**src/hdl/gga_pkg.sv**
```systemverilog
package gga_pkg;

   localparam int LINE_MAX           = 256;
   localparam int MINUTE_FRAC_DIGITS = 5;

   // line position counter, never holds more than LINE_MAX-1
   localparam int LEN_W = $clog2(LINE_MAX);
   // scaled minutes: two minute digits plus the fraction digits
   localparam int MS_W  = $clog2(10 ** (MINUTE_FRAC_DIGITS + 2));

   localparam logic [7:0] CH_LF     = 8'h0A;
   localparam logic [7:0] CH_CR     = 8'h0D;
   localparam logic [7:0] CH_DOLLAR = 8'h24;
   localparam logic [7:0] CH_PLUS   = 8'h2B;
   localparam logic [7:0] CH_COMMA  = 8'h2C;
   localparam logic [7:0] CH_MINUS  = 8'h2D;
   localparam logic [7:0] CH_ZERO   = 8'h30;
   localparam logic [7:0] CH_TWO    = 8'h32;
   localparam logic [7:0] CH_NINE   = 8'h39;
   localparam logic [7:0] CH_A      = 8'h41;
   localparam logic [7:0] CH_G      = 8'h47;
   localparam logic [7:0] CH_N      = 8'h4E;
   localparam logic [7:0] CH_P      = 8'h50;
   localparam logic [7:0] CH_S      = 8'h53;
   localparam logic [7:0] CH_W      = 8'h57;

   localparam logic [3:0] FLD_LAT     = 4'd2;
   localparam logic [3:0] FLD_NS      = 4'd3;
   localparam logic [3:0] FLD_LON     = 4'd4;
   localparam logic [3:0] FLD_EW      = 4'd5;
   localparam logic [3:0] FLD_FIX     = 4'd6;
   localparam logic [3:0] FLD_SATS    = 4'd7;
   localparam logic [3:0] FLD_ALT     = 4'd9;
   localparam logic [3:0] FLD_MAX     = 4'd15;

   localparam logic [2:0] HDR_DONE     = 3'd6;
   localparam logic [2:0] HDR_MISMATCH = 3'd7;

   localparam logic [3:0] ALT_START = 4'd0;
   localparam logic [3:0] ALT_POS   = 4'd1;
   localparam logic [3:0] ALT_NEG   = 4'd2;
   localparam logic [3:0] ALT_DONE  = 4'd3;

   localparam logic [1:0] FIX_INVALID = 2'd3;

   localparam logic [7:0] ERR_MAX         = 8'hFF;
   localparam logic [7:0] ERR_LIMIT_RESET = 8'd10;

   localparam logic signed [21:0] ALT_HIGH = 22'sd99999;
   localparam logic signed [21:0] ALT_LOW  = -22'sd9999;

   localparam logic [32:0] LAT_LIMIT = 33'd900000000;
   localparam logic [32:0] LON_LIMIT = 33'd1800000000;
   localparam logic [23:0] E7        = 24'd10000000;

   // minutes/60 in 1e-7 degree = ms * 10^(6-F) / 6, done as one
   // multiplication by a rounded-up reciprocal and a shift
   localparam int              DIV6_K  = 30;
   localparam longint unsigned DIV6_M  = ((64'd1 << DIV6_K) + 64'd5) / 64'd6;
   localparam longint unsigned MS_MULT = (10 ** (6 - MINUTE_FRAC_DIGITS)) * DIV6_M;
   localparam int              MULT_W  = $clog2(MS_MULT + 1);
   localparam int              PROD_W  = MS_W + MULT_W;
   localparam int              Q_W     = 25;

   typedef struct packed {
      logic [6:0]         lat_deg;
      logic [MS_W-1:0]    lat_ms;
      logic               lat_south;
      logic [7:0]         lon_deg;
      logic [MS_W-1:0]    lon_ms;
      logic               lon_west;
      logic [1:0]         fix;
      logic [6:0]         sats;
      logic signed [17:0] alt;
      logic               found;
      logic               reset_req;
   } fix_snap_type;

   function automatic logic [MS_W-1:0] pow10(input logic [2:0] e);
      logic [MS_W-1:0] r;
      case (e)
         3'd0:    r = MS_W'(1);
         3'd1:    r = MS_W'(10);
         3'd2:    r = MS_W'(100);
         3'd3:    r = MS_W'(1000);
         3'd4:    r = MS_W'(10000);
         3'd5:    r = MS_W'(100000);
         3'd6:    r = MS_W'(1000000);
         default: r = MS_W'(10000000);
      endcase
      return r;
   endfunction

endpackage

```
**src/hdl/gga_ifs.sv**
```systemverilog
interface gga_req_if;
   import gga_pkg::*;
   logic       valid;
   logic       ready;
   logic [7:0] rx_byte;
   modport source (output valid, output rx_byte, input ready);
   modport sink   (input valid, input rx_byte, output ready);
endinterface

interface gga_rsp_if;
   import gga_pkg::*;
   logic               valid;
   logic               ready;
   logic signed [30:0] latitude_e7;
   logic signed [31:0] longitude_e7;
   logic [1:0]         fix_quality;
   logic [6:0]         satellites;
   logic signed [17:0] altitude_m;
   logic               fix_field_found;
   logic               reset_request;
   modport source (output valid, output latitude_e7, output longitude_e7,
                   output fix_quality, output satellites, output altitude_m,
                   output fix_field_found, output reset_request, input ready);
   modport sink   (input valid, input latitude_e7, input longitude_e7,
                   input fix_quality, input satellites, input altitude_m,
                   input fix_field_found, input reset_request, output ready);
endinterface

interface gga_csr_if;
   logic       valid;
   logic       ready;
   logic [7:0] error_limit;
   modport source (output valid, output error_limit, input ready);
   modport sink   (input valid, input error_limit, output ready);
endinterface

```
**src/hdl/nmea_gga_sentence_parser.sv**
```systemverilog
// A '\n' byte that ends a matching line yields its result through the
// parse/snapshot, multiply and output registers that lie behind the byte register.
// Throughput: one byte per cycle; results stall the byte path only when
// the result pipeline is full and the line end must hand over a result.
// Reset (synchronous, active high) clears line state and the error count,
// sets error_limit to 10 and empties every pipeline stage.
module nmea_gga_sentence_parser
   import gga_pkg::*;
(
   input  logic       clock,
   input  logic       reset,
   gga_req_if.sink    req_bus,
   gga_rsp_if.source  rsp_bus,
   gga_csr_if.sink    csr_bus
);

   logic [7:0]   error_limit_ff;
   logic         snap_valid, snap_ready;
   fix_snap_type snap;

   // the limit register takes a write beat at any time
   assign csr_bus.ready = 1'b1;

   always_ff @(posedge clock) begin
      if (reset)
         error_limit_ff <= ERR_LIMIT_RESET;
      else if (csr_bus.valid)
         error_limit_ff <= csr_bus.error_limit;
   end

   // byte register and line state: assemble fields, hand over a snapshot at the CR LF end of a matching line
   gga_parse u_parse (
      .clock       (clock),
      .reset       (reset),
      .req_bus     (req_bus),
      .error_limit (error_limit_ff),
      .snap_valid  (snap_valid),
      .snap_ready  (snap_ready),
      .snap        (snap)
   );

   // fixed-point conversion and output register
   gga_conv u_conv (
      .clock      (clock),
      .reset      (reset),
      .snap_valid (snap_valid),
      .snap_ready (snap_ready),
      .snap       (snap),
      .rsp_bus    (rsp_bus)
   );

endmodule

```
**src/hdl/gga_parse.sv**
```systemverilog
module gga_parse
   import gga_pkg::*;
(
   input  logic         clock,
   input  logic         reset,
   gga_req_if.sink      req_bus,
   input  logic [7:0]   error_limit,
   output logic         snap_valid,
   input  logic         snap_ready,
   output fix_snap_type snap
);

   logic               byte_valid_ff, byte_valid_in;
   logic [7:0]         byte_ff;
   logic [LEN_W-1:0]   len_ff, len_in;
   logic [3:0]         fld_ff, fld_in;
   logic [2:0]         hdr_ff, hdr_in;
   logic               cr_ff, cr_in;
   logic [3:0]         dp_ff, dp_in;
   logic [6:0]         lat_deg_ff, lat_deg_in;
   logic [MS_W-1:0]    lat_ms_ff, lat_ms_in;
   logic               lat_s_ff, lat_s_in;
   logic [7:0]         lon_deg_ff, lon_deg_in;
   logic [MS_W-1:0]    lon_ms_ff, lon_ms_in;
   logic               lon_w_ff, lon_w_in;
   logic [1:0]         fix_ff, fix_in;
   logic [6:0]         sats_ff, sats_in;
   logic [3:0]         ones_ff, ones_in;
   logic signed [17:0] alt_ff, alt_in;
   logic [7:0]         err_ff, err_in;
   logic               snap_valid_ff, snap_valid_in;
   fix_snap_type       snap_ff, snap_in;

   logic               emit, go, is_digit, hdr_ok, found;
   logic [7:0]         ch;
   logic [3:0]         d;
   logic [10:0]        lat_v;
   logic [11:0]        lon_v;
   logic signed [21:0] alt_v;
   logic [7:0]         err_next;

   function automatic logic [MS_W-1:0] ms_add(input logic [3:0] p,
                                              input logic [3:0] dd,
                                              input logic [3:0] dig);
      logic [MS_W-1:0] r;
      logic [3:0]      f;
      r = '0;
      f = p - dd - 4'd2;
      if (p == dd)
         r = MS_W'(dig) * pow10(3'(MINUTE_FRAC_DIGITS + 1));
      else if (p == dd + 4'd1)
         r = MS_W'(dig) * pow10(3'(MINUTE_FRAC_DIGITS));
      else if (p > dd + 4'd2 && f <= 4'(MINUTE_FRAC_DIGITS))
         r = MS_W'(dig) * pow10(3'(4'(MINUTE_FRAC_DIGITS) - f));
      return r;
   endfunction

   assign ch       = byte_ff;
   assign is_digit = (ch >= CH_ZERO) && (ch <= CH_NINE);
   assign d        = is_digit ? 4'(ch - CH_ZERO) : 4'd0;
   assign emit     = byte_valid_ff && (ch == CH_LF) && (hdr_ff == HDR_DONE) && cr_ff;
   assign go       = byte_valid_ff && (!emit || !snap_valid_ff || snap_ready);
   assign found    = fld_ff >= FLD_FIX;
   assign err_next = (err_ff == ERR_MAX) ? err_ff : err_ff + 8'd1;

   assign req_bus.ready = !byte_valid_ff || go;
   assign snap_valid    = snap_valid_ff;
   assign snap          = snap_ff;

   always_comb begin
      case (len_ff[2:0])
         3'd0:    hdr_ok = ch == CH_DOLLAR;
         3'd1:    hdr_ok = ch == CH_G;
         3'd2:    hdr_ok = (ch == CH_P) || (ch == CH_N);
         3'd3:    hdr_ok = ch == CH_G;
         3'd4:    hdr_ok = ch == CH_G;
         default: hdr_ok = ch == CH_A;
      endcase
   end

   always_comb begin
      byte_valid_in = byte_valid_ff;
      len_in     = len_ff;
      fld_in     = fld_ff;
      hdr_in     = hdr_ff;
      cr_in      = cr_ff;
      dp_in      = dp_ff;
      lat_deg_in = lat_deg_ff;
      lat_ms_in  = lat_ms_ff;
      lat_s_in   = lat_s_ff;
      lon_deg_in = lon_deg_ff;
      lon_ms_in  = lon_ms_ff;
      lon_w_in   = lon_w_ff;
      fix_in     = fix_ff;
      sats_in    = sats_ff;
      ones_in    = ones_ff;
      alt_in     = alt_ff;
      err_in     = err_ff;
      snap_valid_in = snap_valid_ff && !snap_ready;
      snap_in    = snap_ff;
      lat_v = 11'(lat_deg_ff) * 11'd10 + 11'(d);
      lon_v = 12'(lon_deg_ff) * 12'd10 + 12'(d);
      alt_v = 22'(alt_ff) * 22'sd10;

      if (go)
         byte_valid_in = 1'b0;
      if (req_bus.valid && req_bus.ready)
         byte_valid_in = 1'b1;

      if (go) begin
         if (ch == CH_LF || len_ff >= LEN_W'(LINE_MAX - 1)) begin
            if (emit) begin
               snap_valid_in     = 1'b1;
               snap_in.lat_deg   = lat_deg_ff;
               snap_in.lat_ms    = lat_ms_ff;
               snap_in.lat_south = lat_s_ff;
               snap_in.lon_deg   = lon_deg_ff;
               snap_in.lon_ms    = lon_ms_ff;
               snap_in.lon_west  = lon_w_ff;
               snap_in.fix       = found ? fix_ff : FIX_INVALID;
               snap_in.sats      = sats_ff;
               snap_in.alt       = alt_ff;
               snap_in.found     = found;
               snap_in.reset_req = !found && (err_next > error_limit);
               if (found) begin
                  if (fix_ff != FIX_INVALID)
                     err_in = '0;
               end else begin
                  err_in = err_next;
               end
            end
            // start the next line afresh
            len_in = '0; fld_in = '0; hdr_in = '0; cr_in = 1'b0; dp_in = '0;
            lat_deg_in = '0; lat_ms_in = '0; lat_s_in = 1'b0;
            lon_deg_in = '0; lon_ms_in = '0; lon_w_in = 1'b0;
            fix_in = FIX_INVALID; sats_in = '0; ones_in = '0; alt_in = '0;
         end else begin
            if (len_ff < LEN_W'(6)) begin
               hdr_in = (hdr_ff == len_ff[2:0] && hdr_ok) ? len_ff[2:0] + 3'd1
                                                          : HDR_MISMATCH;
            end else if (hdr_ff == HDR_DONE && ch != CH_CR) begin
               if (ch == CH_COMMA) begin
                  if (fld_ff < FLD_MAX)
                     fld_in = fld_ff + 4'd1;
                  dp_in = '0;
               end else if (fld_ff == FLD_ALT) begin
                  case (dp_ff)
                     ALT_START: begin
                        if (ch == CH_MINUS)
                           dp_in = ALT_NEG;
                        else if (ch == CH_PLUS)
                           dp_in = ALT_POS;
                        else if (is_digit) begin
                           dp_in  = ALT_POS;
                           alt_in = 18'(d);
                        end else
                           dp_in = ALT_DONE;
                     end
                     ALT_POS: begin
                        if (!is_digit)
                           dp_in = ALT_DONE;
                        else if (alt_v + $signed(22'(d)) > ALT_HIGH)
                           alt_in = 18'(ALT_HIGH);
                        else
                           alt_in = 18'(alt_v + $signed(22'(d)));
                     end
                     ALT_NEG: begin
                        if (!is_digit)
                           dp_in = ALT_DONE;
                        else if (alt_v - $signed(22'(d)) < ALT_LOW)
                           alt_in = 18'(ALT_LOW);
                        else
                           alt_in = 18'(alt_v - $signed(22'(d)));
                     end
                     default: ;
                  endcase
               end else begin
                  case (fld_ff)
                     FLD_LAT: begin
                        if (dp_ff < 4'd2)
                           lat_deg_in = (lat_v > 11'd127) ? 7'd127 : lat_v[6:0];
                        lat_ms_in = lat_ms_ff + ms_add(dp_ff, 4'd2, d);
                     end
                     FLD_NS: lat_s_in = ch == CH_S;
                     FLD_LON: begin
                        if (dp_ff < 4'd3)
                           lon_deg_in = (lon_v > 12'd255) ? 8'd255 : lon_v[7:0];
                        lon_ms_in = lon_ms_ff + ms_add(dp_ff, 4'd3, d);
                     end
                     FLD_EW: lon_w_in = ch == CH_W;
                     FLD_FIX: begin
                        if (dp_ff == 4'd0)
                           fix_in = (ch >= CH_ZERO && ch <= CH_TWO) ? 2'(ch - CH_ZERO)
                                                                     : FIX_INVALID;
                     end
                     FLD_SATS: begin
                        if (is_digit) begin
                           sats_in = 7'(ones_ff) * 7'd10 + 7'(d);
                           ones_in = d;
                        end
                     end
                     default: ;
                  endcase
                  if (dp_ff < 4'd15)
                     dp_in = dp_ff + 4'd1;
               end
            end
            cr_in  = ch == CH_CR;
            len_in = len_ff + LEN_W'(1);
         end
      end
   end

   always_ff @(posedge clock) begin
      if (reset) begin
         byte_valid_ff <= 1'b0;
         snap_valid_ff <= 1'b0;
         len_ff <= '0; fld_ff <= '0; hdr_ff <= '0; cr_ff <= 1'b0; dp_ff <= '0;
         lat_deg_ff <= '0; lat_ms_ff <= '0; lat_s_ff <= 1'b0;
         lon_deg_ff <= '0; lon_ms_ff <= '0; lon_w_ff <= 1'b0;
         fix_ff <= FIX_INVALID; sats_ff <= '0; ones_ff <= '0; alt_ff <= '0;
         err_ff <= '0;
      end else begin
         byte_valid_ff <= byte_valid_in;
         snap_valid_ff <= snap_valid_in;
         len_ff <= len_in; fld_ff <= fld_in; hdr_ff <= hdr_in; cr_ff <= cr_in;
         dp_ff <= dp_in;
         lat_deg_ff <= lat_deg_in; lat_ms_ff <= lat_ms_in; lat_s_ff <= lat_s_in;
         lon_deg_ff <= lon_deg_in; lon_ms_ff <= lon_ms_in; lon_w_ff <= lon_w_in;
         fix_ff <= fix_in; sats_ff <= sats_in; ones_ff <= ones_in; alt_ff <= alt_in;
         err_ff <= err_in;
      end
   end

   always_ff @(posedge clock) begin
      if (req_bus.valid && req_bus.ready)
         byte_ff <= req_bus.rx_byte;
      snap_ff <= snap_in;
   end

endmodule

```
**src/hdl/gga_conv.sv**
```systemverilog
module gga_conv
   import gga_pkg::*;
(
   input  logic         clock,
   input  logic         reset,
   input  logic         snap_valid,
   output logic         snap_ready,
   input  fix_snap_type snap,
   gga_rsp_if.source    rsp_bus
);

   logic               prod_valid_ff;
   logic [30:0]        lat_degp_ff;
   logic [31:0]        lon_degp_ff;
   logic [Q_W-1:0]     lat_q_ff, lon_q_ff;
   fix_snap_type       prod_snap_ff;

   logic               out_valid_ff;
   logic signed [30:0] lat_out_ff;
   logic signed [31:0] lon_out_ff;
   logic [1:0]         fix_out_ff;
   logic [6:0]         sats_out_ff;
   logic signed [17:0] alt_out_ff;
   logic               found_out_ff, req_out_ff;

   logic               out_ready, prod_ready;
   logic [PROD_W-1:0]  lat_prod, lon_prod;
   logic [32:0]        lat_mag, lon_mag, lat_sat, lon_sat, lat_signed, lon_signed;

   assign out_ready  = !out_valid_ff || rsp_bus.ready;
   assign prod_ready = !prod_valid_ff || out_ready;
   assign snap_ready = prod_ready;

   // multiply stage: degrees by 1e7, minutes by the reciprocal of 60
   assign lat_prod = PROD_W'(snap.lat_ms) * PROD_W'(MS_MULT);
   assign lon_prod = PROD_W'(snap.lon_ms) * PROD_W'(MS_MULT);

   // sum, clamp, apply hemisphere
   assign lat_mag    = 33'(lat_degp_ff) + 33'(lat_q_ff);
   assign lon_mag    = 33'(lon_degp_ff) + 33'(lon_q_ff);
   assign lat_sat    = (lat_mag > LAT_LIMIT) ? LAT_LIMIT : lat_mag;
   assign lon_sat    = (lon_mag > LON_LIMIT) ? LON_LIMIT : lon_mag;
   assign lat_signed = prod_snap_ff.lat_south ? -lat_sat : lat_sat;
   assign lon_signed = prod_snap_ff.lon_west  ? -lon_sat : lon_sat;

   always_ff @(posedge clock) begin
      if (reset) begin
         prod_valid_ff <= 1'b0;
         out_valid_ff  <= 1'b0;
      end else begin
         if (prod_ready)
            prod_valid_ff <= snap_valid;
         if (out_ready)
            out_valid_ff <= prod_valid_ff;
      end
   end

   always_ff @(posedge clock) begin
      if (prod_ready && snap_valid) begin
         lat_degp_ff  <= 31'(snap.lat_deg) * 31'(E7);
         lon_degp_ff  <= 32'(snap.lon_deg) * 32'(E7);
         lat_q_ff     <= lat_prod[DIV6_K +: Q_W];
         lon_q_ff     <= lon_prod[DIV6_K +: Q_W];
         prod_snap_ff <= snap;
      end
      if (out_ready && prod_valid_ff) begin
         lat_out_ff   <= lat_signed[30:0];
         lon_out_ff   <= lon_signed[31:0];
         fix_out_ff   <= prod_snap_ff.fix;
         sats_out_ff  <= prod_snap_ff.sats;
         alt_out_ff   <= prod_snap_ff.alt;
         found_out_ff <= prod_snap_ff.found;
         req_out_ff   <= prod_snap_ff.reset_req;
      end
   end

   assign rsp_bus.valid           = out_valid_ff;
   assign rsp_bus.latitude_e7     = lat_out_ff;
   assign rsp_bus.longitude_e7    = lon_out_ff;
   assign rsp_bus.fix_quality     = fix_out_ff;
   assign rsp_bus.satellites      = sats_out_ff;
   assign rsp_bus.altitude_m      = alt_out_ff;
   assign rsp_bus.fix_field_found = found_out_ff;
   assign rsp_bus.reset_request   = req_out_ff;

endmodule
```
**src/flat_wrapper.sv**
```systemverilog
// flat-port wrapper written by rule: the top's interface ports become plain ports
module nmea_gga_sentence_parser_flat import gga_pkg::*;
  (clock, reset, req_bus_valid, req_bus_rx_byte, req_bus_ready, rsp_bus_valid, rsp_bus_latitude_e7, rsp_bus_longitude_e7, rsp_bus_fix_quality, rsp_bus_satellites, rsp_bus_altitude_m, rsp_bus_fix_field_found, rsp_bus_reset_request, rsp_bus_ready, csr_bus_valid, csr_bus_error_limit, csr_bus_ready);
  gga_req_if req_bus_i ();
  gga_rsp_if rsp_bus_i ();
  gga_csr_if csr_bus_i ();
  input  logic clock;
  input  logic reset;
  input wire logic [$bits(req_bus_i.valid)-1:0] req_bus_valid;
  input wire logic [$bits(req_bus_i.rx_byte)-1:0] req_bus_rx_byte;
  output wire logic [$bits(req_bus_i.ready)-1:0] req_bus_ready;
  output wire logic [$bits(rsp_bus_i.valid)-1:0] rsp_bus_valid;
  output wire logic [$bits(rsp_bus_i.latitude_e7)-1:0] rsp_bus_latitude_e7;
  output wire logic [$bits(rsp_bus_i.longitude_e7)-1:0] rsp_bus_longitude_e7;
  output wire logic [$bits(rsp_bus_i.fix_quality)-1:0] rsp_bus_fix_quality;
  output wire logic [$bits(rsp_bus_i.satellites)-1:0] rsp_bus_satellites;
  output wire logic [$bits(rsp_bus_i.altitude_m)-1:0] rsp_bus_altitude_m;
  output wire logic [$bits(rsp_bus_i.fix_field_found)-1:0] rsp_bus_fix_field_found;
  output wire logic [$bits(rsp_bus_i.reset_request)-1:0] rsp_bus_reset_request;
  input wire logic [$bits(rsp_bus_i.ready)-1:0] rsp_bus_ready;
  input wire logic [$bits(csr_bus_i.valid)-1:0] csr_bus_valid;
  input wire logic [$bits(csr_bus_i.error_limit)-1:0] csr_bus_error_limit;
  output wire logic [$bits(csr_bus_i.ready)-1:0] csr_bus_ready;
  assign req_bus_i.valid = req_bus_valid;
  assign req_bus_i.rx_byte = req_bus_rx_byte;
  assign req_bus_ready = req_bus_i.ready;
  assign rsp_bus_valid = rsp_bus_i.valid;
  assign rsp_bus_latitude_e7 = rsp_bus_i.latitude_e7;
  assign rsp_bus_longitude_e7 = rsp_bus_i.longitude_e7;
  assign rsp_bus_fix_quality = rsp_bus_i.fix_quality;
  assign rsp_bus_satellites = rsp_bus_i.satellites;
  assign rsp_bus_altitude_m = rsp_bus_i.altitude_m;
  assign rsp_bus_fix_field_found = rsp_bus_i.fix_field_found;
  assign rsp_bus_reset_request = rsp_bus_i.reset_request;
  assign rsp_bus_i.ready = rsp_bus_ready;
  assign csr_bus_i.valid = csr_bus_valid;
  assign csr_bus_i.error_limit = csr_bus_error_limit;
  assign csr_bus_ready = csr_bus_i.ready;
  nmea_gga_sentence_parser u_core (.clock(clock), .reset(reset), .req_bus(req_bus_i), .rsp_bus(rsp_bus_i), .csr_bus(csr_bus_i));
endmodule
```
**config.mk**
```make
export PLATFORM = sky130hd
export DESIGN_NAME = nmea_gga_sentence_parser_flat
export DESIGN_NICKNAME = d
export VERILOG_FILES = /design/src/hdl/gga_pkg.sv /design/src/hdl/gga_ifs.sv /design/src/hdl/nmea_gga_sentence_parser.sv /design/src/hdl/gga_parse.sv /design/src/hdl/gga_conv.sv /design/src/flat_wrapper.sv
export SDC_FILE = /design/constraint.sdc
export NUM_CORES = 2
export LEC_CHECK = 0
export BUFFER_PORTS_ARGS = -buffer_cell sky130_fd_sc_hd__clkbuf_2
export CORE_ASPECT_RATIO = 1.75
export CORE_UTILIZATION = 45
export CTS_CLUSTER_SIZE = 24
export DETAILED_ROUTE_END_ITERATION = 7
export SYNTH_ARGS = -nofsm -noshare
export SYNTH_HDL_FRONTEND = slang
export SYNTH_HIERARCHICAL = 1
export SYNTH_SLANG_ARGS = --single-unit
```
**constraint.sdc**
```tcl
create_clock -name clock -period 8.4 [get_ports clock]
set_clock_uncertainty 0.05 [all_clocks]
set_input_delay 1.68 -clock clock [delete_from_list [all_inputs] [get_ports clock]]
set_output_delay 1.68 -clock clock [all_outputs]
set_load 0.02 [all_outputs]
```
* Word level (Yosys, flattened, before mapping)
Cells that the tools add are included.
** Word-level totals
- Register bits :: 460
- Input port bits :: 21
- Output and inout bits :: 95
- Word-level logic and storage cells :: 381
** Operators by class
- Add/subtract/negate cells :: 23
- Multiply operators :: 12
- Magnitude comparators :: 21
- Eq/ne operators :: 55
- Muxes and demuxes :: 152
- Reductions and logical operators :: 67
** Operator list (count)
- $mux W24 :: 52
- $pmux W24 S7 :: 2
- $mux W18 :: 12
- $mul A24 B30 Y54 const B :: 2
- $mux W7 :: 15
- $mux W8 :: 12
- $mux W4 :: 20
- $mux W32 :: 2
- $mux W31 :: 2
- $pmux W18 S3 :: 1
- $add A24 B24 Y24 :: 2
- $eq A8 B7 Y1 const B :: 6
- $mul A4 B24 Y24 :: 2
- $add A32 B25 Y33 :: 1
- $gt A33 B31 Y1 const B :: 1
- $add A31 B25 Y32 :: 1
- $eq A8 B6 Y1 const B :: 4
- $gt A32 B30 Y1 const B :: 1
- $neg A32 Y32 :: 1
- $reduce_bool A2 Y1 :: 16
- $neg A31 Y31 :: 1
- $reduce_and A6 Y1 :: 5
- $reduce_and A7 Y1 :: 4
- $mul A8 B17 Y25 const B :: 1
- other kinds (66) :: 164

* Logic depth before layout (Yosys ltp)
- Word-level depth :: 33
- Mapped depth :: 38
- Mapped depth without buffers :: 38

* Hierarchy
Netlist, hierarchy kept.
** By module, submodules not included
- gga_conv :: times used 1, cells each 3429, area each 35053.6 µm², sequential area each 6706.4 µm²
- gga_parse :: times used 1, cells each 2507, area each 21220.4 µm², sequential area each 5565.3 µm²
- nmea_gga_sentence_parser :: times used 1, cells each 28, area each 304.0 µm², sequential area each 160.2 µm²

* Worst setup path before layout
Ideal clock, no wire load.
- Path type :: register to register
- Start :: register u_core.u_parse.dp_ff[0]
- End :: register u_core.u_parse.lon_ms_ff[23]
- Setup time :: 0.074 ns
- Data arrival time :: 7.664 ns
- Data required time :: 8.276 ns
- Slack :: 0.612 ns
- Stages on the path, launching flop included :: 36
- Buffers on the path :: 0
- Clock period less this slack :: 7.788 ns
- Cells stage by stage :: dfxtp_1 inv_1 ha_1 xor2_1 xnor2_1 nor2_1 nor4_1 nor2_1 o21ai_0 nor2_1 fa_1 inv_1 fa_1 inv_1 ha_1 nor2b_1 o21ai_0 a21boi_0 o21ai_0 a21boi_0 o21ai_0 and2_1 o21bai_1 a21oi_1 xnor2_1 a221oi_1 a21oi_1 ha_1 and3_1 a221o_1 a41oi_1 a211o_1 o21ai_0 xnor2_1 or4_1 a31oi_1
** On the way
- Cells in the longest elaborated chain, start to end :: 33
- Elaborated cells between the ends (all ways) :: 44
- Classes of those cells :: 4 x add/sub; 1 x mul; 2 x order compare; 8 x eq/ne; 27 x mux; 2 x reduce/logical
** Ends and longest elaborated chain
- start: declaration :: RTL line gga_parse.sv:19 : logic [3:0] dp_ff, dp_in;
- start signal: assignment :: RTL line gga_parse.sv:227 : dp_ff <= dp_in;
- $sub A4 B2 Y4 (2 in series) :: RTL line gga_parse.sv:48 : f = p - dd - 4'd2;
- $sub A3 B3 Y3 :: RTL line gga_parse.sv:54 : r = MS_W'(dig) * pow10(3'(4'(MINUTE_FRAC_DIGITS) - f));
- $eq A3 B3 Y1, or another cell as far along :: RTL line gga_pkg.sv:81 : case (e)
- $pmux W24 S7 :: RTL line gga_pkg.sv:81
- $mux W24 :: RTL line gga_parse.sv:53 : else if (p > dd + 4'd2 && f <= 4'(MINUTE_FRAC_DIGITS))
- $mux W24 :: RTL line gga_parse.sv:51 : else if (p == dd + 4'd1)
- $mux W24 :: RTL line gga_parse.sv:49 : if (p == dd)
- $mux W24 :: RTL line gga_parse.sv:178 : case (fld_ff)
- [... 16 more ...]
- $mux W24 * :: RTL line gga_parse.sv:110 : if (go) begin
- $add A24 B24 Y24 * :: RTL line gga_parse.sv:188 : lon_ms_in = lon_ms_ff + ms_add(dp_ff, 4'd3, d);
- $mux W24 * :: RTL line gga_parse.sv:178
- $mux W24 * :: RTL line gga_parse.sv:146 : end else if (fld_ff == FLD_ALT) begin
- $mux W24 * :: RTL line gga_parse.sv:142 : if (ch == CH_COMMA) begin
- $mux W24 * :: RTL line gga_parse.sv:141 : end else if (hdr_ff == HDR_DONE && ch != CH_CR) begin
- $mux W24 * :: RTL line gga_parse.sv:138 : if (len_ff < LEN_W'(6)) begin
- $mux W24 * :: RTL line gga_parse.sv:111 : if (ch == CH_LF || len_ff >= LEN_W'(LINE_MAX - 1)) begin
- end signal: assignment :: RTL line gga_parse.sv:229 : lon_deg_ff <= lon_deg_in; lon_ms_ff <= lon_ms_in; lon_w_ff <= lon_w_in;
- end: declaration :: RTL line gga_parse.sv:24 : logic [MS_W-1:0] lon_ms_ff, lon_ms_in;
Mark *: on every way between the ends. The rest lies on a longest branch, timed or not. The select of a mux whose other input is x is not followed.
A chain may end at the register's enable or synchronous reset.

* Final worst setup path
- Start :: register u_core.u_parse.snap_ff, in the netlist u_core/u_parse/snap[32]
- End :: register u_core.u_conv.lon_q_ff[6] (data pin)
** On the way
- Cells in the longest elaborated chain, start to end :: 1
** Ends and longest elaborated chain
- start: declaration :: RTL line gga_parse.sv:32 : fix_snap_type snap_ff, snap_in;
- start signal: assignment :: RTL line gga_parse.sv:238 : snap_ff <= snap_in;
- $mul A24 B30 Y54 :: RTL line gga_conv.sv:36 : assign lon_prod = PROD_W'(snap.lon_ms) * PROD_W'(MS_MULT);
- named net u_core.u_conv.lon_prod[36] :: RTL line gga_conv.sv:27 : logic [PROD_W-1:0] lat_prod, lon_prod;
- end signal: assignment :: RTL line gga_conv.sv:63 : lon_q_ff <= lon_prod[DIV6_K +: Q_W];
- end: declaration :: RTL line gga_conv.sv:15 : logic [Q_W-1:0] lat_q_ff, lon_q_ff;
The timed path passes the listed nets, and every way through them passes these cells.

==> flow_metrics.tcl <==
set metrics [dict create \
    crit_path_max_fanout 6 \
    top_layer_used "met4" \
    p_sw_frac 0.224 \
    place.gp.congestion 0.941 \
    final_hold_viol_count 0 \
    die_h_um 471 \
    vias 41980 \
    cts_max_path_buffers 3 \
    ys_warn_count 6 \
    synth_edf_count 324 \
    drv_slew 0 \
    tightest_slew_ns 1.07 \
    crit_path_max_incr_delay_ns 0.74 \
    ys_top_cells_by_area "fa_1, ha_1, edfxtp_1" \
    hold_class "register to register" \
    antenna_found_initial 3 \
    power.leakage_nw 28.4 \
    p_switching_mw 1.06 \
    p_int_mw 3.68 \
    ir_drop_v 0.000149 \
    drt_wl_total_um 142000 \
    die-area_mm2 0.127 \
    overflow 0 \
    grt_pass1_vias 44650 \
    die_w_um 270 \
    drt_iter0_markers 1633 \
    setup_viol 0 \
    wl_met3_um 3560 \
    synth_fp_nets 7400 \
    max_freq_mhz 127 \
    p_comb_frac 0.023 \
    syn_area_mm2 0.0566 \
    cts_buffers 47 \
    num_io_pins 116 \
    seqPwrFrac 0.507 \
    syn2layout_area_growth_pct 7.18 \
    insertion_delay_ns 0.64 \
    postPlaceCellArea_mm2 0.0590 \
    cap_violations 0 \
    core_mm2 0.124 \
    drt-pass1-iter-count 6 \
    async_reset_ff_frac 0 \
    required_ns 8.77 \
    synthFlopType "edfxtp_1" \
    fin_area_mm2 0.0606 \
    yosysMostFrequentCell "inv_1" \
    rsz0062_at_grt "false" \
    netlist_instances 5964 \
    vias_per_cell 5.44 \
    finalPower_mw 4.75 \
    syn_area_per_cell_um2 9.49 \
    nets 7465 \
    wl_per_cell_um 18.4 \
    fp-row-count 171 \
    postCtsHoldBufs 0 \
    yosysTopAreaCell "fa_1" \
    wl_met2_um 77300 \
    fin_crit_ns 7.88 \
    whs_path_depth 0 \
    clock_sinks 459 \
    ys_types 117 \
    max_slew_margin 0.277 \
    clockPowerShare 0.470 \
    setup.worst_path.class "register to register" \
    tritoncts "built" \
    synth_top_area_share 0.202 \
    drc_errors 0 \
    powerDensity_mw_per_mm2 78.3 \
    start_kind "register" \
    hpwlAfterDp_um 118000 \
    clk_pin_slew_ns 0.07 \
    fillers 11715 \
    grt_max_degree 80 \
    grt_pass1_wl_um 231000 \
    critical_path.slowest_cell "fa_1" \
    grt_use_total 0.226 \
    fin_util 0.488 \
    cp-end-kind "register" \
    ant_nets 0 \
    period_share 0.938 \
    seq_area_frac_synth 0.220 \
    worstPathArrival_ns 8.24 \
    yosys_register_bits 459 \
    synth_common_cells "inv_1, ha_1, fa_1" \
    htreeDepth 2 \
    portBuffers 114 \
    drt-met1-wl_um 52500 \
    r2r_cells 25 \
    tns_ns 0 \
    drive_above_1_share 0.0587 \
    root_buffer "clkbuf_16" \
    initial_core_util 0.455 \
    status "finished, final reports clean" \
]
power groups by stage:
| stage | combinational, mW | clock [mW] | sequential (mW) |
|---|---|---|---|
| 5_1_grt | 0.119 | 2.37 | 2.41 |
| 4_1_cts | 0.109 | 2.32 | 2.41 |
| 2_1_floorplan | 0.0768 | 0 | 2.45 |
| 3_3_place_gp | 0.107 | 0 | 2.46 |
| 6_report | 0.109 | 2.23 | 2.41 |
| 3_5_place_dp | 0.108 | 0 | 2.46 |
cell usage in the layout (no fill, tap or decap), types with 31 or more instances in the layout:
| master | count |
|---|---|
| a211oi_1 | 43 |
| a21o_1 | 104 |
| a21oi_1 | 319 |
| a22oi_1 | 35 |
| a31oi_1 | 48 |
| and2_1 | 42 |
| and3_1 | 56 |
| buf_4 | 49 |
| clkbuf_16 | 47 |
| clkbuf_2 | 113 |
| dfxtp_1 | 135 |
| edfxtp_1 | 324 |
| fa_1 | 570 |
| ha_1 | 844 |
| inv_1 | 1091 |
| nand2_1 | 279 |
| nand2b_1 | 52 |
| nand3_1 | 103 |
| nand4_1 | 51 |
| nor2_1 | 435 |
| nor2b_1 | 42 |
| nor3_1 | 121 |
| o211ai_1 | 42 |
| o21a_1 | 38 |
| o21ai_0 | 157 |
| o21ai_1 | 31 |
| o21bai_1 | 34 |
| or3_1 | 44 |
| xnor2_1 | 193 |
| xor2_1 | 97 |
final timing paths:
| check | startpoint | endpoint | slack, ns |
|---|---|---|---|
| max | u_core/u_parse/snap[32] | u_core/u_conv/lon_q_ff[6] | 0.52 |
| max reg2reg | u_core/u_parse/snap[32] | u_core/u_conv/lon_q_ff[6] | 0.52 |
| min reg2reg | u_core/u_conv/prod_snap_ff[8] | u_core/u_conv/rsp_bus.altitude_m[6] | 0.37 |
| min | u_core/u_conv/prod_snap_ff[8] | u_core/u_conv/rsp_bus.altitude_m[6] | 0.37 |
critical path: cells and delay by family, from the launching register on:
family                     cells  cell delay, ns
buffers and inverters          6            0.55
DFF                            1            0.54
and+or+nand+nor                3            0.56
adders and majority gates      8            4.10
AOI/OAI and AO/OA              8            1.88
what timing repair did:
action / in CTS / in global routing
resized for setup: 0 / 12
setup buffers: 0 / 0
setup endpoints to repair: 0 / 7
kinds of logic after synthesis:
| group | Yosys count | share of synthesized area |
|---|---|---|
| XOR/XNOR | 297 | 0.0468 |
| flip-flops | 459 | 0.220 |
| AO/OA/AOI/OAI | 1146 | 0.136 |
| multiplexers | 30 | 0.00551 |
| AND/OR/NAND/NOR | 1376 | 0.120 |
| other | 1 | 0.0000663 |
| buffers and inverters | 1240 | 0.0832 |
| adder cells (fa/ha/maj) | 1415 | 0.389 |
area by class of cell:
type	count	area (µm²)	share of cell area
inverter	1094	4110	0.0678
multi-input combinational	4265	39500	0.651
antenna	1	2.50	0.0000413
clock inverter	34	377	0.00621
clock buffer	54	1220	0.0202
timing repair buffer	162	933	0.0154
tap	1643	2060	0.0339
sequential	459	12400	0.205
per-stage QoR:
step / setup WS (ns) / hold WS [ns] / std cells
CTS: 0.464 / 0.367 / 7711
detailed placement: 0.494 / 0.355 / 7623
global placement: 0.527 / 0.350 / 7623
finish: 0.525 / 0.366 / 7712
floorplan: 0.612 / 0.350 / 5964
global route: 0.00976 / 0.378 / 7712
sequential cells by signal, summed over array words and instances (netlist names), 4 cells and up:
register	cells
u_core/u_parse/snap	94
u_core/u_conv/rsp_bus.longitude_e7	32
u_core/u_conv/prod_snap_ff	31
u_core/u_conv/rsp_bus.latitude_e7	31
u_core/u_conv/lat_q_ff	25
u_core/u_conv/lon_degp_ff	25
u_core/u_conv/lon_q_ff	25
u_core/u_conv/lat_degp_ff	24
u_core/u_parse/lat_ms_ff	24
u_core/u_parse/lon_ms_ff	24
u_core/u_conv/rsp_bus.altitude_m	18
u_core/u_parse/alt_ff	18
u_core/error_limit_ff	8
u_core/u_parse/byte_ff	8
u_core/u_parse/err_ff	8
u_core/u_parse/len_ff	8
u_core/u_parse/lon_deg_ff	8
u_core/u_conv/rsp_bus.satellites	7
u_core/u_parse/lat_deg_ff	7
u_core/u_parse/sats_ff	7
u_core/u_parse/dp_ff	4
u_core/u_parse/fld_ff	4
layer usage:
metal,vias up,GRT usage
li1,20488,-
met1,20352,0.233
met5,-,0
met3,356,0.0185
met2,784,0.444
met4,0,0.125
(Power assumes the default switching activity.)
